--- src/hw/rtl/tlbft_pkg.sv ---
// ---------------------------------------------------------------------------
// tlbft_pkg
// Shared constants, types and control structs for the FIFO TLB page
// translation block.
// ---------------------------------------------------------------------------
`timescale 1ns / 1ps
`default_nettype none

package tlbft_pkg;

    // geometry
    localparam int TLB_ENTRIES = 16;
    localparam int OFFSET_BITS = 8;
    localparam int PAGE_BITS   = 8;

    // field widths
    localparam int VA_W  = 16;
    localparam int PA_W  = 16;
    localparam int CNT_W = 16;

    // derived sizes
    localparam int PAGE_COUNT  = 1 << PAGE_BITS;
    localparam int TLB_IDX_W   = (TLB_ENTRIES > 1) ? $clog2(TLB_ENTRIES) : 1;
    localparam int FILL_W      = $clog2(TLB_ENTRIES + 1);
    localparam int FRAME_CNT_W = PAGE_BITS + 1;
    localparam int VA_EXT_W    = VA_W + OFFSET_BITS + PAGE_BITS;

    // stream widths
    localparam int IN_TDATA_W  = 16;
    localparam int OUT_TDATA_W = PA_W + 3 * CNT_W;
    localparam int OUT_TUSER_W = 2;

    localparam logic [CNT_W-1:0] CNT_MAX = {CNT_W{1'b1}};

    // controller states
    typedef enum logic [0:0] {
        S_IDLE,
        S_RESOLVE
    } t_state;

    // controller to datapath
    typedef struct packed {
        logic capture;
        logic commit;
    } t_ctrl_cmd;

    // datapath to controller
    typedef struct packed {
        logic out_free;
    } t_dp_status;

endpackage

`default_nettype wire

--- src/hw/rtl/tlbft_ctrl.sv ---
// ---------------------------------------------------------------------------
// tlbft_ctrl
// Two-state sequencer: take a word and start the page table read, then
// resolve the translation and commit it once the output register is free.
// ---------------------------------------------------------------------------
`timescale 1ns / 1ps
`default_nettype none

module tlbft_ctrl (
    input  wire                   i_clk,
    input  wire                   i_rst_n,
    input  wire                   i_in_valid,
    output logic                  o_in_ready,
    input  tlbft_pkg::t_dp_status i_status,
    output tlbft_pkg::t_ctrl_cmd  o_cmd
);

    tlbft_pkg::t_state r_state;
    tlbft_pkg::t_state n_state;

    // state register
    always_ff @(posedge i_clk) begin
        if (!i_rst_n) begin
            r_state <= tlbft_pkg::S_IDLE;
        end else begin
            r_state <= n_state;
        end
    end

    // next state
    always_comb begin
        n_state = r_state;
        unique case (r_state)
            tlbft_pkg::S_IDLE: begin
                if (i_in_valid) begin
                    n_state = tlbft_pkg::S_RESOLVE;
                end
            end
            tlbft_pkg::S_RESOLVE: begin
                if (i_status.out_free) begin
                    n_state = tlbft_pkg::S_IDLE;
                end
            end
            default: n_state = tlbft_pkg::S_IDLE;
        endcase
    end

    // outputs, input held off while in reset
    always_comb begin
        o_in_ready    = 1'b0;
        o_cmd.capture = 1'b0;
        o_cmd.commit  = 1'b0;
        unique case (r_state)
            tlbft_pkg::S_IDLE: begin
                o_in_ready    = i_rst_n;
                o_cmd.capture = i_in_valid && i_rst_n;
            end
            tlbft_pkg::S_RESOLVE: begin
                o_cmd.commit = i_status.out_free;
            end
            default: begin
                o_in_ready = 1'b0;
            end
        endcase
    end

endmodule

`default_nettype wire

--- src/hw/rtl/tlbft_dp.sv ---
// ---------------------------------------------------------------------------
// tlbft_dp
// Translation datapath: TLB tag and frame registers with FIFO fill and
// replacement, page table memory with mapped bits, frame allocator,
// saturating counters and the output register.
// ---------------------------------------------------------------------------
`timescale 1ns / 1ps
`default_nettype none

module tlbft_dp (
    input  wire                                  i_clk,
    input  wire                                  i_rst_n,
    input  tlbft_pkg::t_ctrl_cmd                 i_cmd,
    output tlbft_pkg::t_dp_status                o_status,
    input  wire [tlbft_pkg::VA_W-1:0]            i_va,
    output logic                                 o_out_valid,
    input  wire                                  i_out_ready,
    output logic [tlbft_pkg::OUT_TDATA_W-1:0]    o_out_data,
    output logic [tlbft_pkg::OUT_TUSER_W-1:0]    o_out_user
);

    localparam int N  = tlbft_pkg::TLB_ENTRIES;
    localparam int PB = tlbft_pkg::PAGE_BITS;
    localparam int OB = tlbft_pkg::OFFSET_BITS;

    // captured address and page table read data
    logic [tlbft_pkg::VA_W-1:0] r_va;
    logic [PB-1:0]              r_pt_rdata;

    // tlb storage
    logic [PB-1:0] r_tag   [N];
    logic [PB-1:0] r_frame [N];
    logic [N-1:0]  r_valid;
    logic [tlbft_pkg::FILL_W-1:0]    r_fill;
    logic [tlbft_pkg::TLB_IDX_W-1:0] r_oldest;

    // page table
    logic [PB-1:0]                     pt_mem [tlbft_pkg::PAGE_COUNT];
    logic [tlbft_pkg::PAGE_COUNT-1:0]  r_mapped;
    logic [tlbft_pkg::FRAME_CNT_W-1:0] r_next_frame;

    // counters
    logic [tlbft_pkg::CNT_W-1:0] r_hits;
    logic [tlbft_pkg::CNT_W-1:0] r_misses;
    logic [tlbft_pkg::CNT_W-1:0] r_faults;
    logic [tlbft_pkg::CNT_W-1:0] n_hits;
    logic [tlbft_pkg::CNT_W-1:0] n_misses;
    logic [tlbft_pkg::CNT_W-1:0] n_faults;

    // output register
    logic                                r_out_valid;
    logic [tlbft_pkg::OUT_TDATA_W-1:0]   r_out_data;
    logic [tlbft_pkg::OUT_TUSER_W-1:0]   r_out_user;

    // resolve logic
    logic [tlbft_pkg::VA_EXT_W-1:0] in_va_ext;
    logic [tlbft_pkg::VA_EXT_W-1:0] va_ext;
    logic [PB-1:0]                  in_page;
    logic [PB-1:0]                  page;
    logic [OB-1:0]                  offset;
    logic                           hit;
    logic [PB-1:0]                  hit_frame;
    logic                           fault;
    logic [PB-1:0]                  frame;
    logic [PB+OB-1:0]               pa_full;
    logic [tlbft_pkg::PA_W-1:0]     pa;
    logic                           tlb_full;
    logic [tlbft_pkg::TLB_IDX_W-1:0] slot;

    // address fields
    assign in_va_ext = tlbft_pkg::VA_EXT_W'(i_va);
    assign in_page   = in_va_ext[OB +: PB];
    assign va_ext    = tlbft_pkg::VA_EXT_W'(r_va);
    assign page      = va_ext[OB +: PB];
    assign offset    = va_ext[OB-1:0];

    // parallel tag compare, lowest matching slot wins
    always_comb begin
        hit       = 1'b0;
        hit_frame = '0;
        for (int i = N - 1; i >= 0; i--) begin
            if (r_valid[i] && (r_tag[i] == page)) begin
                hit       = 1'b1;
                hit_frame = r_frame[i];
            end
        end
    end

    // miss path: allocate a frame on an unmapped page
    assign fault = !hit && !r_mapped[page];
    always_comb begin
        if (hit) begin
            frame = hit_frame;
        end else if (fault) begin
            frame = r_next_frame[PB-1:0];
        end else begin
            frame = r_pt_rdata;
        end
    end

    assign pa_full = {frame, offset};
    assign pa      = tlbft_pkg::PA_W'(pa_full);

    // fifo slot choice
    assign tlb_full = (r_fill == tlbft_pkg::FILL_W'(N));
    assign slot     = tlb_full ? r_oldest : r_fill[tlbft_pkg::TLB_IDX_W-1:0];

    // saturating counter updates
    always_comb begin
        n_hits   = r_hits;
        n_misses = r_misses;
        n_faults = r_faults;
        if (hit) begin
            if (r_hits != tlbft_pkg::CNT_MAX) begin
                n_hits = r_hits + 1'b1;
            end
        end else if (r_misses != tlbft_pkg::CNT_MAX) begin
            n_misses = r_misses + 1'b1;
        end
        if (fault && (r_faults != tlbft_pkg::CNT_MAX)) begin
            n_faults = r_faults + 1'b1;
        end
    end

    // capture address
    always_ff @(posedge i_clk) begin
        if (i_cmd.capture) begin
            r_va <= i_va;
        end
    end

    // page table memory, registered read
    always_ff @(posedge i_clk) begin
        if (i_cmd.capture) begin
            r_pt_rdata <= pt_mem[in_page];
        end
        if (i_cmd.commit && fault) begin
            pt_mem[page] <= frame;
        end
    end

    // tlb payload
    always_ff @(posedge i_clk) begin
        if (i_cmd.commit && !hit) begin
            r_tag[slot]   <= page;
            r_frame[slot] <= frame;
        end
    end

    // control state: valid bits, mapped bits, fifo pointers, allocator, counters
    always_ff @(posedge i_clk) begin
        if (!i_rst_n) begin
            r_valid      <= '0;
            r_fill       <= '0;
            r_oldest     <= '0;
            r_mapped     <= '0;
            r_next_frame <= '0;
            r_hits       <= '0;
            r_misses     <= '0;
            r_faults     <= '0;
        end else if (i_cmd.commit) begin
            r_hits   <= n_hits;
            r_misses <= n_misses;
            r_faults <= n_faults;
            if (!hit) begin
                r_valid[slot] <= 1'b1;
                if (tlb_full) begin
                    if (r_oldest == tlbft_pkg::TLB_IDX_W'(N - 1)) begin
                        r_oldest <= '0;
                    end else begin
                        r_oldest <= r_oldest + 1'b1;
                    end
                end else begin
                    r_fill <= r_fill + 1'b1;
                end
            end
            if (fault) begin
                r_mapped[page] <= 1'b1;
                if (r_next_frame < tlbft_pkg::FRAME_CNT_W'(tlbft_pkg::PAGE_COUNT)) begin
                    r_next_frame <= r_next_frame + 1'b1;
                end
            end
        end
    end

    // output register valid
    always_ff @(posedge i_clk) begin
        if (!i_rst_n) begin
            r_out_valid <= 1'b0;
        end else if (i_cmd.commit) begin
            r_out_valid <= 1'b1;
        end else if (i_out_ready) begin
            r_out_valid <= 1'b0;
        end
    end

    // output register payload
    always_ff @(posedge i_clk) begin
        if (i_cmd.commit) begin
            r_out_data <= {n_faults, n_misses, n_hits, pa};
            r_out_user <= {fault, hit};
        end
    end

    assign o_status.out_free = !r_out_valid || i_out_ready;
    assign o_out_valid       = r_out_valid;
    assign o_out_data        = r_out_data;
    assign o_out_user        = r_out_user;

endmodule

`default_nettype wire

--- src/hw/rtl/tlb_fifo_page_translation.sv ---
// ---------------------------------------------------------------------------
// tlb_fifo_page_translation
// Virtual to physical translation behind a 16-entry FIFO TLB with a
// 256-entry page table and sequential frame allocation on page faults.
//
// Usage:
//   Slave stream takes one virtual address per word (page in bits 15..8,
//   offset in bits 7..0). Master stream returns one word per address:
//   physical address and running hit, miss and fault counts in tdata, TLB
//   hit and page fault flags in tuser.
//   Each address is first captured while the page table memory is read
//   (synchronous read port); the block then compares all TLB tags in parallel,
//   picks the frame and updates TLB, page table and counters. The result is
//   registered in the output register, which drives m_axis_tvalid. A new
//   address is taken only once the previous one has been committed.
//   The next address is taken while a result still waits in the output
//   register; if the receiver stalls, the block holds the resolved word
//   until the output register frees up, and s_axis_tready stays low.
//   Reset clears the TLB valid bits, the page mapped bits, the FIFO pointers,
//   the frame allocator and the counters directly; no clearing pass.
// ---------------------------------------------------------------------------
`timescale 1ns / 1ps
`default_nettype none

module tlb_fifo_page_translation (
    input  wire                                 i_clk,
    input  wire                                 i_rst_n,
    // slave stream
    input  wire                                 s_axis_tvalid,
    output logic                                s_axis_tready,
    input  wire [tlbft_pkg::IN_TDATA_W-1:0]     s_axis_tdata,  // [15:0] virtual_address
    // master stream
    output logic                                m_axis_tvalid,
    input  wire                                 m_axis_tready,
    // [15:0] physical_address, [31:16] hit_count, [47:32] miss_count,
    // [63:48] fault_count
    output logic [tlbft_pkg::OUT_TDATA_W-1:0]   m_axis_tdata,
    output logic [tlbft_pkg::OUT_TUSER_W-1:0]   m_axis_tuser   // [0] tlb_hit, [1] page_fault
);

    tlbft_pkg::t_ctrl_cmd  cmd;
    tlbft_pkg::t_dp_status status;

    // sequencer
    tlbft_ctrl u_ctrl (
        .i_clk      (i_clk),
        .i_rst_n    (i_rst_n),
        .i_in_valid (s_axis_tvalid),
        .o_in_ready (s_axis_tready),
        .i_status   (status),
        .o_cmd      (cmd)
    );

    // translation datapath
    tlbft_dp u_dp (
        .i_clk       (i_clk),
        .i_rst_n     (i_rst_n),
        .i_cmd       (cmd),
        .o_status    (status),
        .i_va        (s_axis_tdata[tlbft_pkg::VA_W-1:0]),
        .o_out_valid (m_axis_tvalid),
        .i_out_ready (m_axis_tready),
        .o_out_data  (m_axis_tdata),
        .o_out_user  (m_axis_tuser)
    );

endmodule

`default_nettype wire
--- config.mk ---
export PLATFORM = sky130hd
export DESIGN_NAME = tlb_fifo_page_translation
export DESIGN_NICKNAME = d
export VERILOG_FILES = /design/src/hw/rtl/tlbft_pkg.sv /design/src/hw/rtl/tlbft_ctrl.sv /design/src/hw/rtl/tlbft_dp.sv /design/src/hw/rtl/tlb_fifo_page_translation.sv
export SDC_FILE = /design/constraint.sdc
export NUM_CORES = 2
export LEC_CHECK = 0
export BUFFER_PORTS_ARGS = -buffer_cell sky130_fd_sc_hd__clkbuf_2
export CAP_MARGIN = 15
export CORE_MARGIN = 1
export CORE_UTILIZATION = 60
export CTS_CLUSTER_DIAMETER = 200
export DETAILED_ROUTE_END_ITERATION = 16
export PLACE_DENSITY = 0.76
export SKIP_CTS_REPAIR_TIMING = 1
export SLEW_MARGIN = 20
export SYNTH_ARGS = -nofsm -noshare
export SYNTH_HDL_FRONTEND = slang
export SYNTH_SLANG_ARGS = --single-unit
--- constraint.sdc ---
create_clock -name i_clk -period 13.5 [get_ports i_clk]
set_clock_uncertainty 0.05 [all_clocks]
set_input_delay 0.675 -clock i_clk [delete_from_list [all_inputs] [get_ports i_clk]]
set_output_delay 0.675 -clock i_clk [all_outputs]
set_load 0.02 [all_outputs]
==> flow_summary.yaml <==
finish:
  final_util: 0.678
  fill_cells: 10700
  layout.nets: 5651
  final_cell_area_um2: 120000
  seq_area_um2: 78700
  area_growth_pct: 12.0
  diodes: 0
  drive_gt1_frac: 0.273
  instances_no_fill: 8171
  multi_input_area_um2: 27200
floorplanning:
  core_um2: 177000
  die_x_um: 424
  boundaryPins: 88
  rows: 154
  die_y_um: 424
  initial_utilization: 0.606
  die_area_um2: 180000
placed_design:
  placed_cells: 7669
  hpwl_mm: 152
  numPortBuffers: 87
  gp_congestion: 0.851
  placed_cell_area_um2: 111000
setup_path:
  worstPathCellList: "buf_4 > buf_4 > mux4_2 > a22oi_1 > nand2_1 > a21oi_1 > a21oi_1 > nor4_4 > nand2_4 > buf_12 > buf_4 > nor3_1"
  ff2ff_path_depth: 12
  regToRegSetupSlack_ns: 6.00
  cpMostUsedCell: "buf_4"
  worstSetupStartpointType: "flop"
  r2r-end: "u_dp.pt_mem[73][4]$_DFFE_PP_"
  critical_path.max_stage_delay_ns: 1.04
  end_kind: "flop"
  crit_slowest_cell: "nor3_1"
  worst_ep_required_time_ns: 13.99
  arrival_ns: 7.99
  rr_startpoint: "u_dp.r_va[9]$_DFFE_PP_"
  path_max_fanout: 105
  setup.worst_path.class: "flop to flop"
routing:
  first_iter_violations: 7847
  remaining_drc_errors: 0
  routed_wirelength_mm: 259
  ant_nets: 0
  dr.pass1.iters: 6
  wl_per_cell_um: 31.7
  avgViaCountPerCell: 6.80
  num_vias: 55600
timing:
  setup_viol: 0
  period_minus_slack_ns: 7.50
  finalHoldViolations: 0
  relSlewSlack: 0.167
  rsz0062_at_grt: "no"
  period_share: 0.556
  setup_tns_ns: 0
  worst_pin_slew_ns: 1.25
  slew_violations: 0
  timing.fmax_ghz: 0.133
hold_path:
  hp-class: "primary input to flop"
  hp-start: "s_axis_tvalid"
  min_to: "u_ctrl.r_state$_SDFF_PN0_"
  holdPathStages: 3
outcome:
  status: "finished clean"
grt:
  grt_max_degree: 225
  gr-usage-all-layers: 0.292
  antenna_found_initial: 12
  grt-ovfl-total: 0
  use_met2: 0.447
  grt_pass1_wl_mm: 380
  met1_usage: 0.419
  grtUsageMet3: 0.0665
  grt_pass1_vias: 54900
  grt_busiest_layer: "met2"
power:
  power.leakage_nw: 39.5
  power.density_nw_per_um2: 143
  totalPowerFinal_mw: 17.2
  peakVddDrop_mv: 0.136
cts:
  htreeDepth: 5
  clk_latency_ns: 0.94
  cts_tree: "yes"
  cts.sinks: 2734
  cts_buffers: 284
  clkTransAtPathRegs_ns: 0.06
  root_buffer: "clkbuf_16"
  clockBufferDepth: 4
synth:
  synth.distinct_cells: 69
  synth-warning-count: 0
  synth_fp_nets: 5427
  async_flop_share: 0
  ys_seq_elements: 2734
  synth_flop_cell: "edfxtp_1"
  ys_seq_area_frac: 0.735
  netlist_area_um2: 107000
  synth_cells: 5400
  syn_area_per_cell_um2: 19.8
  synth-edff-count: 2394
job:
  cap_violations: 0
-- registers in the layout, summed over array words and instances (netlist names), 8 cells and up --
| name | cells |
|---|---|
| u_dp.o_out_data | 64 |
| u_dp.r_hits | 16 |
| u_dp.pt_mem | 2048 |
| u_dp.r_misses | 16 |
| u_dp.r_mapped | 256 |
| u_dp.r_next_frame | 9 |
| u_dp.r_pt_rdata | 8 |
| u_dp.r_va | 16 |
| u_dp.r_frame | 128 |
| u_dp.r_tag | 128 |
| u_dp.r_faults | 16 |
| u_dp.r_valid | 16 |
-- layer usage --
metal,wire [um],vias up
met5,67,-
li1,-,22500
met3,27300,536
met1,99600,29100
met2,123000,3395
met4,9030,12
-- placed cells by master, fill, tap and decap left out, drive strengths merged, types with 8 or more instances in the layout --
cell type	Yosys	layout
xnor2	146	146
bufinv	0	17
a21o	15	15
clkbuf	210	473
dlygate4sd3	0	8
a21oi	67	67
o21ai	67	67
o31ai	14	14
buf	127	185
or3	14	14
nor3	260	260
o21a	227	227
xor2	57	57
mux2i	11	11
a211oi	9	9
inv	33	37
and3	11	11
a22oi	38	38
nor2b	11	11
nand3	86	86
nor4	21	21
nand2	163	163
mux2	10	10
clkinv	0	74
a221o	10	10
edfxtp	2394	2394
dfxtp	340	340
nor2	158	158
nand2b	14	14
a31oi	13	13
mux4	744	744
nand4	44	44
-- kinds of logic after synthesis --
kind of cell,count (synthesis),share of synthesized area
XOR/XNOR,203,0.0166
buffers and inverters,370,0.0143
multiplexers,765,0.159
flip-flops,2734,0.735
adder cells (fa/ha/maj),7,0.000818
AND/OR/NAND/NOR,816,0.0417
AO/OA/AOI/OAI,505,0.0327
-- cell type report --
cell class | instances | area share
flip-flops and latches | 2734 | 0.656
multi-input cells | 2296 | 0.227
clock inverters | 102 | 0.00787
well taps | 2340 | 0.0244
clock buffers | 391 | 0.0657
repair buffers | 275 | 0.0172
inverters | 33 | 0.00104
-- where the power goes --
group | leakage [nW] | internal, mW | total [mW] | switching, mW
Clock | 4.31 | 4.40 | 7.52 | 3.12
Sequential | 26.5 | 9.12 | 9.13 | 0.0105
Combinational | 8.66 | 0.177 | 0.525 | 0.348
-- critical path: cells and delay by family, from the launching register on --
kind / cells / cell delay, ns
and+or+nand+nor: 4 / 2.82
AOI/OAI and AO/OA: 3 / 0.82
muxes: 1 / 0.45
DFF: 1 / 0.34
buffers and inverters: 4 / 2.20
-- worst max path at each step --
| stage | to | cells past startpoint | slack [ns] | startpoint |
|---|---|---|---|---|
| after floorplan | u_dp.o_out_data[15]$_DFFE_PP_ | 13 | 1.44 | u_dp.r_va[9]$_DFFE_PP_ |
| after global placement | u_dp.pt_mem[70][0]$_DFFE_PP_ | 12 | 6.44 | u_dp.r_va[9]$_DFFE_PP_ |
| after detailed placement | u_dp.pt_mem[65][0]$_DFFE_PP_ | 12 | 6.24 | u_dp.r_va[9]$_DFFE_PP_ |
| after CTS | u_dp.pt_mem[77][1]$_DFFE_PP_ | 12 | 6.22 | u_dp.r_va[9]$_DFFE_PP_ |
| after global routing | u_dp.pt_mem[99][5]$_DFFE_PP_ | 13 | 5.86 | u_dp.r_va[14]$_DFFE_PP_ |
| final | u_dp.pt_mem[73][4]$_DFFE_PP_ | 12 | 6.00 | u_dp.r_va[9]$_DFFE_PP_ |
-- synthesized netlist by cell type (all sizes together), types with 3 or more instances --
cell / count / area [um^2]
edfxtp: 2394 / 71900
mux4: 744 / 16800
dfxtp: 340 / 6810
nor3: 260 / 1810
o21a: 227 / 1700
clkbuf: 210 / 788
nand2: 163 / 612
nor2: 158 / 596
xnor2: 146 / 1280
buf: 127 / 616
nand3: 86 / 440
a21oi: 67 / 335
o21ai: 67 / 335
xor2: 57 / 499
nand4: 44 / 282
a22oi: 38 / 285
inv: 33 / 124
nor4: 21 / 159
a21o: 15 / 113
nand2b: 14 / 87.6
o31ai: 14 / 110
or3: 14 / 87.6
a31oi: 13 / 81.3
and3: 11 / 68.8
mux2i: 11 / 110
nor2b: 11 / 68.8
a221o: 10 / 100
mux2: 10 / 120
a211oi: 9 / 67.6
a221oi: 7 / 61.3
and2: 7 / 43.8
ha: 7 / 87.6
o21bai: 7 / 52.6
nand3b: 6 / 45.0
o221ai: 6 / 52.6
o211ai: 5 / 37.5
or2: 5 / 31.3
or4: 5 / 37.5
a21boi: 4 / 30.0
and4: 4 / 35.0
nor4b: 4 / 35.0
o22ai: 3 / 18.8
-- through the flow --
stage / worst slack, ns / hold WS (ns)
after CTS: 6.22 / -0.147
after global routing: 5.86 / 0.00959
after floorplan: 1.44 / 0.350
after global placement: 6.44 / 0.354
final: 6.00 / 0.00602
after detailed placement: 6.24 / 0.356
(Power assumes the default switching activity.)
